==> src/sv/stepper_ramp_profile_controller_macros.svh <==
// ----------------------------------------------------------------------------
// Stepper ramp profile controller assertion macros
// Concurrent assertion wrappers shared by the RTL.
// ----------------------------------------------------------------------------
`ifndef STEPPER_RAMP_PROFILE_CONTROLLER_MACROS_SVH
`define STEPPER_RAMP_PROFILE_CONTROLLER_MACROS_SVH

// Condition holds at every edge out of reset.
`define SRPC_ASSERT_ALWAYS(label, clk, rst_n, cond, msg) \
    label: assert property (@(posedge clk) disable iff (!rst_n) (cond)) else $error(msg);

// Same-cycle implication.
`define SRPC_ASSERT_IMP(label, clk, rst_n, ante, cons, msg) \
    label: assert property (@(posedge clk) disable iff (!rst_n) (ante) |-> (cons)) \
        else $error(msg);

// Next-cycle implication.
`define SRPC_ASSERT_NEXT(label, clk, rst_n, ante, cons, msg) \
    label: assert property (@(posedge clk) disable iff (!rst_n) (ante) |=> (cons)) \
        else $error(msg);

`endif

==> src/sv/srpc_pkg.sv <==
`timescale 1ns / 1ps
// ----------------------------------------------------------------------------
// srpc_pkg
// Shared types and constants of the stepper ramp profile controller.
// ----------------------------------------------------------------------------
package srpc_pkg;

    localparam int LEVELS_DEF = 14;

    localparam int OP_W    = 3;
    localparam int VAL_W   = 32;
    localparam int LVL_W   = 4;
    localparam int TBL_W   = 16;
    localparam int SUM_W   = 20;
    localparam int IN_W    = 72;
    localparam int OUT_W   = 48;
    localparam int ADDR_W  = 3;

    localparam logic [OP_W-1:0] OP_TICK    = 3'd0;
    localparam logic [OP_W-1:0] OP_DIR     = 3'd1;
    localparam logic [OP_W-1:0] OP_TARGET  = 3'd2;
    localparam logic [OP_W-1:0] OP_BUDGET  = 3'd3;
    localparam logic [OP_W-1:0] OP_ENABLE  = 3'd4;
    localparam logic [OP_W-1:0] OP_DISABLE = 3'd5;
    localparam logic [OP_W-1:0] OP_STOP    = 3'd6;
    localparam logic [OP_W-1:0] OP_WRITE   = 3'd7;

    localparam logic [1:0] MODE_STEADY = 2'd0;
    localparam logic [1:0] MODE_ACCEL  = 2'd1;
    localparam logic [1:0] MODE_DECEL  = 2'd2;
    localparam logic [1:0] MODE_STOP   = 2'd3;

    localparam logic REG_STOP_OFFSET = 1'b0;

    typedef enum logic [8:0] {
        S_IDLE = 9'b000000001,
        S_EXEC = 9'b000000010,
        S_TICK = 9'b000000100,
        S_TBUD = 9'b000001000,
        S_DIV  = 9'b000010000,
        S_SUM  = 9'b000100000,
        S_BUD  = 9'b001000000,
        S_PRD  = 9'b010000000,
        S_LOAD = 9'b100000000
    } t_state;

    typedef struct packed {
        logic             start;
        logic [VAL_W-1:0] dividend;
    } t_div_req;

    typedef struct packed {
        logic             busy;
        logic [VAL_W-1:0] quotient;
    } t_div_rsp;

endpackage

==> src/sv/stepper_ramp_profile_controller.sv <==
`timescale 1ns / 1ps
// ----------------------------------------------------------------------------
// stepper_ramp_profile_controller
// Trapezoidal speed ramp for one stepper motor, level table in a sync RAM.
// ----------------------------------------------------------------------------
//  channel    dir  transaction
//  s_axis     in   tuser = operation, tdata = value/index/period/dwell
//  m_axis     out  tdata = period/compare/level/mode/flags, one per input
//  apb        in   stop_offset at byte address 0
//
//  Tick while running: IDLE (table read), TICK, TBUD, PRD, LOAD; others EXEC, PRD, LOAD.
//  Set budget: EXEC, DIV (divide), SUM (dwell walk up to target level), BUD, PRD, LOAD.
//  Path length is set by the table RAM read and the dwell walk.
//  One item in flight; a pending result stalls only the next item's load.
//  Synchronous active-low reset; the level table is not cleared.
// ----------------------------------------------------------------------------
`include "stepper_ramp_profile_controller_macros.svh"

module stepper_ramp_profile_controller
    import srpc_pkg::*;
#(
    parameter int LEVELS = LEVELS_DEF
) (
    input  logic              i_clk,
    input  logic              i_rst_n,
    input  logic              s_axis_tvalid,
    output logic              s_axis_tready,
    // [31:0] value, [35:32] level_index, [51:36] level_period, [67:52] level_dwell
    input  logic [IN_W-1:0]   s_axis_tdata,
    // [2:0] operation
    input  logic [OP_W-1:0]   s_axis_tuser,
    output logic              m_axis_tvalid,
    input  logic              m_axis_tready,
    // [15:0] step_period, [30:16] step_compare, [34:31] speed_level,
    // [36:35] ramp_mode, [37] is_running, [38] budget_mode,
    // [39] driver_enable, [40] turn_dir
    output logic [OUT_W-1:0]  m_axis_tdata,
    input  logic              psel,
    input  logic              penable,
    input  logic              pwrite,
    input  logic [ADDR_W-1:0] paddr,
    input  logic [31:0]       pwdata,
    output logic [31:0]       prdata,
    output logic              pready
);

    localparam int              AW      = $clog2(LEVELS);
    localparam logic [LVL_W:0]  LVL_CNT = (LVL_W + 1)'(LEVELS);
    localparam logic [LVL_W-1:0] LVL_MAX = LVL_W'(LEVELS - 1);

    t_state r_state, n_state;

    logic [OP_W-1:0]  r_op;
    logic [VAL_W-1:0] r_val;
    logic [LVL_W-1:0] r_idx;
    logic [TBL_W-1:0] r_wper;
    logic [TBL_W-1:0] r_wdw;

    logic [LVL_W-1:0] r_level, n_level;
    logic [LVL_W-1:0] r_target, n_target;
    logic [1:0]       r_mode, n_mode;
    logic             r_run, n_run;
    logic             r_bf, n_bf;
    logic             r_dir, n_dir;
    logic [TBL_W-1:0] r_dc, n_dc;
    logic [TBL_W-1:0] r_oc, n_oc;
    logic [VAL_W-1:0] r_pc, n_pc;
    logic [VAL_W-1:0] r_budget, n_budget;
    logic [VAL_W-1:0] r_decel, n_decel;
    logic [TBL_W-1:0] r_stop_offset;

    logic [LVL_W-1:0] r_cnt, n_cnt;
    logic [SUM_W-1:0] r_sum, n_sum;
    logic             r_acc_v, n_acc_v;

    logic             r_out_valid;
    logic [OUT_W-1:0] r_out_data, n_out_data;
    logic             out_load;

    logic [2*TBL_W-1:0] r_mem [LEVELS];
    logic [2*TBL_W-1:0] r_rd_data;
    logic               mem_we;
    logic               mem_rd_en;
    logic [AW-1:0]      mem_rd_addr;

    t_div_req div_req;
    t_div_rsp div_rsp;

    logic s_acc;
    logic cfg_wr;

    assign s_acc         = s_axis_tvalid && s_axis_tready;
    assign s_axis_tready = (r_state == S_IDLE);
    assign m_axis_tvalid = r_out_valid;
    assign m_axis_tdata  = r_out_data;
    assign pready        = 1'b1;
    assign cfg_wr        = psel && penable && pwrite && (paddr[2] == REG_STOP_OFFSET);
    assign prdata        = (paddr[2] == REG_STOP_OFFSET) ? {16'd0, r_stop_offset} : 32'd0;

    srpc_div3 u_div3 (
        .i_clk   (i_clk),
        .i_rst_n (i_rst_n),
        .i_req   (div_req),
        .o_rsp   (div_rsp)
    );

    always_comb begin
        logic [TBL_W-1:0] dwell;
        logic [TBL_W-1:0] dc1;
        logic [TBL_W-1:0] dc_after;
        logic             hit;
        logic [LVL_W:0]   lvl_up;
        logic [LVL_W-1:0] lvl_dn;
        logic [TBL_W-1:0] oc1;
        logic [VAL_W-1:0] pc1;
        logic             issue;
        logic [TBL_W-1:0] per;
        n_state          = r_state;
        n_level          = r_level;
        n_target         = r_target;
        n_mode           = r_mode;
        n_run            = r_run;
        n_bf             = r_bf;
        n_dir            = r_dir;
        n_dc             = r_dc;
        n_oc             = r_oc;
        n_pc             = r_pc;
        n_budget         = r_budget;
        n_decel          = r_decel;
        n_cnt            = r_cnt;
        n_sum            = r_sum;
        n_acc_v          = r_acc_v;
        mem_we           = 1'b0;
        mem_rd_en        = 1'b0;
        mem_rd_addr      = r_level[AW-1:0];
        div_req.start    = 1'b0;
        div_req.dividend = r_val;
        out_load         = 1'b0;
        dwell            = r_rd_data[TBL_W-1:0];
        dc1              = r_dc + 16'd1;
        hit              = (dc1 >= dwell);
        dc_after         = hit ? 16'd0 : dc1;
        lvl_up           = {1'b0, r_level} + {{LVL_W{1'b0}}, hit};
        lvl_dn           = (hit && r_level != '0) ? r_level - 4'd1 : r_level;
        oc1              = r_oc + 16'd1;
        pc1              = r_pc + 32'd1;
        issue            = (r_cnt < r_target);
        per              = r_run ? r_rd_data[2*TBL_W-1:TBL_W] : 16'd0;
        n_out_data       = {7'd0, r_dir, r_run, r_bf, r_run, r_mode, r_level,
                            per[TBL_W-1:1], per};

        case (r_state)
            S_IDLE: begin
                if (s_acc) begin
                    if (s_axis_tuser == OP_TICK && r_run) begin
                        mem_rd_en = 1'b1;
                        n_state   = S_TICK;
                    end else begin
                        n_state = S_EXEC;
                    end
                end
            end
            S_EXEC: begin
                n_state = S_PRD;
                case (r_op)
                    OP_DIR: begin
                        n_dir = (r_val != '0);
                    end
                    OP_TARGET: begin
                        n_target = (r_val > VAL_W'(LEVELS - 1)) ? LVL_MAX : r_val[LVL_W-1:0];
                    end
                    OP_BUDGET: begin
                        div_req.start = 1'b1;
                        n_cnt         = '0;
                        n_sum         = '0;
                        n_acc_v       = 1'b0;
                        n_state       = S_DIV;
                    end
                    OP_ENABLE: begin
                        if (!r_run) begin
                            n_mode  = MODE_ACCEL;
                            n_level = '0;
                            n_run   = 1'b1;
                        end else if (r_level <= r_target) begin
                            n_mode = MODE_ACCEL;
                        end else begin
                            n_mode = MODE_DECEL;
                        end
                    end
                    OP_DISABLE: begin
                        if (r_run) begin
                            n_target = '0;
                            n_mode   = MODE_DECEL;
                        end
                    end
                    OP_STOP: begin
                        if (r_run && r_mode != MODE_STOP) begin
                            n_mode = MODE_STOP;
                        end
                    end
                    OP_WRITE: begin
                        mem_we = ({1'b0, r_idx} < LVL_CNT);
                    end
                    default: begin
                    end
                endcase
            end
            S_TICK: begin
                n_state = S_TBUD;
                case (r_mode)
                    MODE_ACCEL: begin
                        n_dc = dc_after;
                        if (lvl_up >= {1'b0, r_target}) begin
                            n_level = r_target;
                            n_mode  = MODE_STEADY;
                        end else begin
                            n_level = lvl_up[LVL_W-1:0];
                        end
                    end
                    MODE_DECEL: begin
                        n_dc = dc_after;
                        if (lvl_dn <= r_target) begin
                            n_level = r_target;
                            n_mode  = MODE_STEADY;
                            n_dc    = '0;
                        end else begin
                            n_level = lvl_dn;
                        end
                    end
                    MODE_STOP: begin
                        if (oc1 >= r_stop_offset) begin
                            n_oc    = '0;
                            n_dc    = '0;
                            n_level = '0;
                            n_mode  = MODE_STEADY;
                            n_pc    = '0;
                            n_bf    = 1'b0;
                            n_run   = 1'b0;
                        end else begin
                            n_oc    = r_oc + 16'd2;
                            n_level = lvl_dn;
                            n_dc    = (lvl_dn == '0) ? 16'd0 : dc_after;
                        end
                    end
                    default: begin
                    end
                endcase
            end
            S_TBUD: begin
                n_state = S_PRD;
                if (r_bf) begin
                    n_pc = pc1;
                    if (pc1 >= r_decel && r_mode != MODE_DECEL) begin
                        n_target = '0;
                        n_mode   = MODE_DECEL;
                    end
                    if (pc1 >= r_budget) begin
                        n_oc    = '0;
                        n_dc    = '0;
                        n_level = '0;
                        n_mode  = MODE_STEADY;
                        n_pc    = '0;
                        n_bf    = 1'b0;
                        n_run   = 1'b0;
                    end
                end
            end
            S_DIV: begin
                if (!div_rsp.busy) begin
                    n_state = S_SUM;
                end
            end
            S_SUM: begin
                mem_rd_en   = issue;
                mem_rd_addr = r_cnt[AW-1:0];
                if (r_acc_v) begin
                    n_sum = r_sum + SUM_W'(dwell);
                end
                n_acc_v = issue;
                if (issue) begin
                    n_cnt = r_cnt + 4'd1;
                end
                if (!issue && !r_acc_v) begin
                    n_state = S_BUD;
                end
            end
            S_BUD: begin
                n_state  = S_PRD;
                n_budget = r_val;
                n_bf     = 1'b1;
                if (VAL_W'({r_sum, 1'b0}) > r_val) begin
                    n_decel = div_rsp.quotient;
                    if (r_target != '0) begin
                        n_target = r_target - 4'd1;
                    end
                end else begin
                    n_decel = r_val - VAL_W'(r_sum);
                end
            end
            S_PRD: begin
                mem_rd_en = 1'b1;
                n_state   = S_LOAD;
            end
            S_LOAD: begin
                if (!r_out_valid || m_axis_tready) begin
                    out_load = 1'b1;
                    n_state  = S_IDLE;
                end
            end
            default: begin
                n_state = S_IDLE;
            end
        endcase
    end

    // level table: {period, dwell}
    always_ff @(posedge i_clk) begin
        if (mem_we) begin
            r_mem[r_idx[AW-1:0]] <= {r_wper, r_wdw};
        end
        if (mem_rd_en) begin
            r_rd_data <= r_mem[mem_rd_addr];
        end
    end

    always_ff @(posedge i_clk) begin
        if (!i_rst_n) begin
            r_state       <= S_IDLE;
            r_level       <= '0;
            r_target      <= '0;
            r_mode        <= MODE_STEADY;
            r_run         <= 1'b0;
            r_bf          <= 1'b0;
            r_dir         <= 1'b0;
            r_dc          <= '0;
            r_oc          <= '0;
            r_pc          <= '0;
            r_budget      <= '0;
            r_decel       <= '0;
            r_cnt         <= '0;
            r_sum         <= '0;
            r_acc_v       <= 1'b0;
            r_out_valid   <= 1'b0;
            r_stop_offset <= '0;
        end else begin
            r_state  <= n_state;
            r_level  <= n_level;
            r_target <= n_target;
            r_mode   <= n_mode;
            r_run    <= n_run;
            r_bf     <= n_bf;
            r_dir    <= n_dir;
            r_dc     <= n_dc;
            r_oc     <= n_oc;
            r_pc     <= n_pc;
            r_budget <= n_budget;
            r_decel  <= n_decel;
            r_cnt    <= n_cnt;
            r_sum    <= n_sum;
            r_acc_v  <= n_acc_v;
            if (out_load) begin
                r_out_valid <= 1'b1;
            end else if (m_axis_tready) begin
                r_out_valid <= 1'b0;
            end
            if (cfg_wr) begin
                r_stop_offset <= pwdata[TBL_W-1:0];
            end
        end
    end

    always_ff @(posedge i_clk) begin
        if (s_acc) begin
            r_op   <= s_axis_tuser;
            r_val  <= s_axis_tdata[31:0];
            r_idx  <= s_axis_tdata[35:32];
            r_wper <= s_axis_tdata[51:36];
            r_wdw  <= s_axis_tdata[67:52];
        end
        if (out_load) begin
            r_out_data <= n_out_data;
        end
    end

    `SRPC_ASSERT_ALWAYS(a_level_range, i_clk, i_rst_n,
        (r_level <= LVL_MAX) && (r_target <= LVL_MAX), "speed level out of range")
    `SRPC_ASSERT_IMP(a_idle_motor, i_clk, i_rst_n, !r_run,
        (r_level == '0) && (r_mode == MODE_STEADY), "stopped motor not at rest")
    `SRPC_ASSERT_NEXT(a_one_item, i_clk, i_rst_n, s_acc,
        !s_axis_tready, "second item accepted while busy")
    `SRPC_ASSERT_IMP(a_sum_walk, i_clk, i_rst_n, r_state == S_SUM,
        r_cnt <= r_target, "dwell walk past target level")

endmodule

==> src/sv/srpc_div3.sv <==
`timescale 1ns / 1ps
// ----------------------------------------------------------------------------
// srpc_div3
// Divide by three by reciprocal multiplication: operand registered on start,
// quotient registered in the cycle after.
// ----------------------------------------------------------------------------
module srpc_div3
    import srpc_pkg::*;
(
    input  logic     i_clk,
    input  logic     i_rst_n,
    input  t_div_req i_req,
    output t_div_rsp o_rsp
);

    // ceil(2^33 / 3); floor(x / 3) = (x * RECIP) >> 33 for any 32-bit x
    localparam logic [VAL_W-1:0] RECIP = 32'hAAAA_AAAB;

    logic [VAL_W-1:0]   r_dvd;
    logic [VAL_W-1:0]   r_quo;
    logic               r_busy;
    logic [2*VAL_W-1:0] prod;

    assign prod = (2*VAL_W)'(r_dvd) * (2*VAL_W)'(RECIP);

    always_ff @(posedge i_clk) begin
        if (!i_rst_n) begin
            r_busy <= 1'b0;
        end else begin
            r_busy <= i_req.start;
        end
        if (i_req.start) begin
            r_dvd <= i_req.dividend;
        end
        if (r_busy) begin
            r_quo <= VAL_W'(prod >> (VAL_W + 1));
        end
    end

    assign o_rsp.busy     = r_busy;
    assign o_rsp.quotient = r_quo;

endmodule

==> config.mk <==
export PLATFORM = sky130hd
export DESIGN_NAME = stepper_ramp_profile_controller
export DESIGN_NICKNAME = d
export VERILOG_FILES = /design/src/sv/srpc_pkg.sv /design/src/sv/stepper_ramp_profile_controller.sv /design/src/sv/srpc_div3.sv
export VERILOG_INCLUDE_DIRS = /design/src /design/src/sv
export SDC_FILE = /design/constraint.sdc
export NUM_CORES = 2
export LEC_CHECK = 0
export BUFFER_PORTS_ARGS = -buffer_cell sky130_fd_sc_hd__buf_2
export CAP_MARGIN = 20
export CORE_ASPECT_RATIO = 1.75
export CORE_MARGIN = 2
export CORE_UTILIZATION = 35
export DETAILED_ROUTE_END_ITERATION = 12
export PLACE_DENSITY_LB_ADDON = 0.25
export SLEW_MARGIN = 10
export SYNTH_ARGS = -nofsm -noshare
export SYNTH_HDL_FRONTEND = slang
export SYNTH_SLANG_ARGS = --single-unit
==> constraint.sdc <==
create_clock -name i_clk -period 11.9 [get_ports i_clk]
set_clock_uncertainty 0.15 [all_clocks]
set_input_delay 0.595 -clock i_clk [delete_from_list [all_inputs] [get_ports i_clk]]
set_output_delay 0.595 -clock i_clk [all_outputs]
set_load 0.005 [all_outputs]
Word-level counts from Yosys, hierarchy flattened
Memory sizes are Yosys's and may differ from the RTL's. A register that Yosys moved wholly into a read port is not among the register bits. Cells that the tools add are included.

Bits in registers: 368. Bits in latches: 0. RAM bits: 448. ROM bits: 0. Output and inout bits: 83. Word-level logic and storage cells: 223. Memories: 1.

$add $sub $neg: 10. Multipliers: 1. Divide/modulo/power cells: 0. $lt $le $gt $ge: 11. Eq/ne operators: 46. Shifts and indexed selects: 0. Multiplexer cells: 88. Bitwise logic cells: 1. Reduce and logical (&&, ||, !) cells: 38.

Memory list: r_mem (words 14, bits a word 32, rd ports 1, clocked after memory_dff 1, write ports 1, line stepper_ramp_profile_controller.sv:80) `logic [2*TBL_W-1:0] r_mem [LEVELS];`.

Operators with widths (number): 2-to-1 mux 16 bit (10); 2-to-1 mux 32 bit (5); one-hot mux 9 bit (8 select lines) (1); 2-to-1 mux 4 bit (17); >= comparator 32 bit (2); multiplier 32 x 32 -> 64 bit (second input constant) (1); one-hot mux 16 bit (2 select lines) (2); one-hot mux 32 bit (2 select lines) (1); one-hot mux 16 bit (3 select lines) (1); 2-to-1 mux 20 bit (2); one-hot mux 20 bit (2 select lines) (1); 2-to-1 mux 9 bit (4); one-hot mux 4 bit (3 select lines) (3); adder 16 x 1 -> 16 bit (second input constant) (2); adder 32 x 1 -> 32 bit (second input constant) (1); >= comparator 16 bit (2); greater-than comparator 21 x 32 -> 1 bit (1); greater-than comparator 32 x 4 -> 1 bit (second input constant) (1); nonzero test 32 bit (1); subtractor 32 x 20 -> 32 bit (1); inequality test 2 bit (second input constant) (15); adder 20 x 16 -> 20 bit (1); 2-to-1 mux 1 bit (20); 2-to-1 mux 2 bit (10); 48 further kinds (90).

Logic depth before layout (Yosys ltp)
Depth in word-level cells: 9. Gate-level depth with buffers: 27. Depth with buffers taken out: 27.

Hierarchy
Synthesis repeated with hierarchy kept, for this count alone.

Cells, all modules: 4917. Area total of the unflattened synthesis: 54661.2 um2.

Modules (own cells, without submodules): stepper_ramp_profile_controller (times used 1, cells an instance 3229, area an instance 36746.5 um2, sequential area each 21120.3 um2); srpc_div3 (times used 1, cells an instance 1688, area an instance 17914.7 um2, sequential area each 1911.8 um2).

Worst setup path after synthesis
OpenSTA, ideal clock, no wires.

Path kind: register to register. Start point: reg u_div3.r_dvd[11]. End point: reg u_div3.r_quo[16], data pin. Setup time: 0.264 ns. Arrival time: 7.214 ns. Required time: 11.486 ns. Path slack: 4.273 ns. Stages on the path, launching flop included: 25. Path buffers: 0. Clock period less this slack: 7.627 ns. Cells stage by stage: edfxtp_1 > ha_1 > xor2_1 > ha_1 > inv_1 > fa_1 > fa_1 > fa_1 > inv_1 > fa_1 > fa_1 > inv_1 > fa_1 > inv_1 > ha_1 > and4_1 > and2_1 > a311oi_1 > o211ai_1 > a221oi_1 > nand2_1 > a311oi_1 > o21bai_1 > a221oi_1 > xnor2_1.

Longest elaborated chain between the ends: 1.

RTL lines: start, declared (line srpc_div3.sv:19) `logic [VAL_W-1:0] r_dvd;`; start signal, assigned (line srpc_div3.sv:33) `r_dvd <= i_req.dividend;`; multiplier 32 x 32 -> 64 bit (line srpc_div3.sv:24) `assign prod = (2*VAL_W)'(r_dvd) * (2*VAL_W)'(RECIP);`; net u_div3.prod[49] (line srpc_div3.sv:22) `logic [2*VAL_W-1:0] prod;`; end signal, assigned (line srpc_div3.sv:36) `r_quo <= VAL_W'(prod >> (VAL_W + 1));`; end, declared (line srpc_div3.sv:20) `logic [VAL_W-1:0] r_quo;`.

The timed path passes the listed nets, and every way through them passes these cells. A chain may end at the register's enable or synchronous reset.

Worst setup path in the final report
Start point: reg u_div3.r_dvd[11]. End point: reg u_div3.r_quo[29], data pin.

The elaborated chain is that of the path after synthesis.

==> run_results.csv <==
group,metric,value,unit
placement,placedCellCount,6965,
floorplan,initial_core_util,0.353,
clock_network,cts_setup_buffers,0,
setup_path,r2r_cells,25,
floorplan,die_area,158000,sq um
clock_network,root_buffer,"clkbuf_16",
clock_network,cts_hold_buffers,87,
timing,finalSetupViolations,0,
logic_synthesis,muxShareOfSynthArea,0.00287,
timing,grt_setup_unrepaired,"false",
hold_path,min_path_type,"input pin to register",
global_routing,grt_start_max_net_pins,176,
power,peakVddDrop,157,uV
setup_path,setup.worst_path.start_class,"register",
timing,max-slew-margin-rel,0.220,
global_routing,overflow,0,
hold_path,hold-path-cell-count,3,
timing,maxSlewViolCount,0,
setup_path,startpoint,"u_div3.r_dvd[11]",
timing,tightest_slew,1170,ps
placement,place_congestion,0.960,
routing,vias,37100,
setup_path,r2r_start,"u_div3.r_dvd[11]",
logic_synthesis,seq_area_frac_synth,0.426,
clock_network,cts_sinks,831,
routing,wl,161,mm
timing,max_freq,103,MHz
cells_and_area,final_cell_mix,"673 x inv_1, 639 x edfxtp_1, 534 x ha_1, 513 x nand2_1, 361 x fa_1",
clock_network,cts_tree,"yes",
power,power-per-cell-area,148,nW/um^2
setup_path,critical_path.max_stage_delay,950,ps
routing,routedWlPerCell,22.3,microns
setup_path,cp_max_fo,9,
clock_network,clockBufferDepth,3,
cells_and_area,final_nets,6134,
logic_synthesis,ys_seq_elements,831,
floorplan,core_area,153000,sq um
power,power.leakage,24.8,nW
logic_synthesis,ys_types,82,
cells_and_area,final_util,0.396,
cells_and_area,final_cells,7208,
timing,setup_tns,0,ps
floorplan,io_pins,200,
clock_network,cts_max_level,3,
routing,drtIter0Drc,2157,
clock_network,clkTransAtPathRegs,70,ps
logic_synthesis,yosys.area_share.simple,0.113,
floorplan,fp.dieH,524,microns
setup_path,critPathKind,"register to register",
clock_network,cts_made_buffers,84,
logic_synthesis,synth_xor_area_frac,0.0235,
global_routing,grt_pass1_vias,38600,
placement,dp_hpwl,118,mm
status,run_status,"completed",
cells_and_area,final_common_cell,"inv_1",
logic_synthesis,async_flop_share,0,
clock_network,cts_resized,0,
global_routing,grt_util_all_layers,0.205,
routing,drt-pass1-iter-count,6,
timing,period_needed,9730,ps
power,total_power,8.97,mW
setup_path,r2r_setup_slack,2170,ps
logic_synthesis,syn_inst,4956,
setup_path,crit_slowest_cell,"a2111oi_1",
logic_synthesis,netlist_area,54100,sq um
logic_synthesis,syn_area_per_cell,10.9,sq um
hold_path,hold_start,"s_axis_tvalid",
setup_path,arrival,10020,ps
setup_path,cp-end-kind,"register",
global_routing,grt_pass1_wl,239,mm
logic_synthesis,synth_edf_count,639,
setup_path,cp_data_required_time,12190,ps
cells_and_area,drive_gt1_frac,0.0796,
floorplan,die_w,301,microns
timing,period_share,0.817,
routing,antenna_left,0,
timing,hold_viol_final,0,
floorplan,std_cell_rows,190,
logic_synthesis,synth_top_family_by_area,"adder cells",
logic_synthesis,ys_warn_count,0,
global_routing,antenna_found_initial,8,
clock_network,clk_latency,710,ps
placement,port_buffers,153,
logic_synthesis,yosys.area_share.adder,0.257,
setup_path,critPathMostFrequentCell,"fa_1",
timing,timing.hold.ws,175,ps
routing,via_per_inst,5.14,
routing,drc,0,
run,maxCapViolCount,0,
logic_synthesis,yosys_most_used_dff,"edfxtp_1",
cells_and_area,syn2layout_area_growth,12.2,%
logic_synthesis,synth-compound-area-share,0.111,
[cells by family after synthesis]
kind of cell,Yosys count
AOI/OAI and AO/OA,908
xor gates and xnor gates,145
adders and majority gates,895
buffers and inverters,902
DFF,831
muxes,15
other,2
and+or+nand+nor,1258
[layout make-up]
type,count,area [sq um]
diodes,4,10.0
clock buffers,100,2220
clock inverters,52,664
fillers,14900,92600
inverters,674,2530
multi-input cells,3245,27700
flip-flops and latches,831,23000
well taps,2016,2520
repair buffers,286,2030
[stage by stage]
step / area (sq um) / setup slack (ps)
3_3_place_gp: 56900 / 2080
2_1_floorplan: 54200 / 4270
5_1_grt: 60700 / 1730
6_report: 60700 / 2170
3_5_place_dp: 56900 / 2040
4_1_cts: 60700 / 2000
[power by group]
group | total (mW) | switching (mW) | internal, mW
Sequential | 3.41 | 0.114 | 3.30
Clock | 2.82 | 1.23 | 1.59
Combinational | 2.73 | 1.65 | 1.08
Total | 8.97 | 2.99 | 5.97
[path summary, 6_finish.rpt]
| check | endpoint |
|---|---|
| hold reg to reg | r_budget[1] |
| hold / removal | r_state[0] |
| setup reg to reg | u_div3.r_quo[29] |
| setup / recovery | u_div3.r_quo[29] |
[metal layers]
layer | vias to the layer above | track usage | wire length, microns
met4 | 10 | 0.111 | 9510
met5 | - | 0 | 57
li1 | 17500 | - | -
met2 | 812 | 0.396 | 88800
met3 | 318 | 0.0269 | 5890
met1 | 18500 | 0.210 | 56500
[registers in the layout, summed over array words and instances, names as in the netlist, 4 cells and up]
name,cells
r_mem,448
r_budget,32
r_decel,32
r_pc,32
r_rd_data,32
r_val,32
u_div3.r_dvd,32
u_div3.r_quo,31
m_axis_tdata,25
r_sum,20
r_dc,16
r_stop_offset,16
r_wdw,16
r_wper,16
r_oc,15
r_state,9
r_cnt,4
r_idx,4
r_level,4
r_target,4
[critical path, delay by kind of cell (launching register included)]
| kind | cells | cell delay [ps] |
|---|---|---|
| buf+inv | 4 | 390 |
| simple gates | 3 | 640 |
| flops | 1 | 770 |
| fa+ha+maj | 9 | 4230 |
| xor+xnor | 2 | 820 |
| compound gates | 7 | 2440 |
[cell usage after synthesis, types with 85 or more instances]
master | instances | area, sq um
inv_1 | 673 | 2530
edfxtp_1 | 639 | 19200
ha_1 | 534 | 6680
nand2_1 | 513 | 1930
fa_1 | 361 | 7230
a21oi_1 | 247 | 1240
dfxtp_1 | 192 | 3840
nor2_1 | 179 | 672
clkbuf_1 | 137 | 514
nand3_1 | 125 | 626
a211oi_1 | 112 | 841
o21ai_0 | 104 | 521
a31oi_1 | 87 | 544
a21o_1 | 85 | 638
No activity file was read; power rests on OpenSTA's default activity.
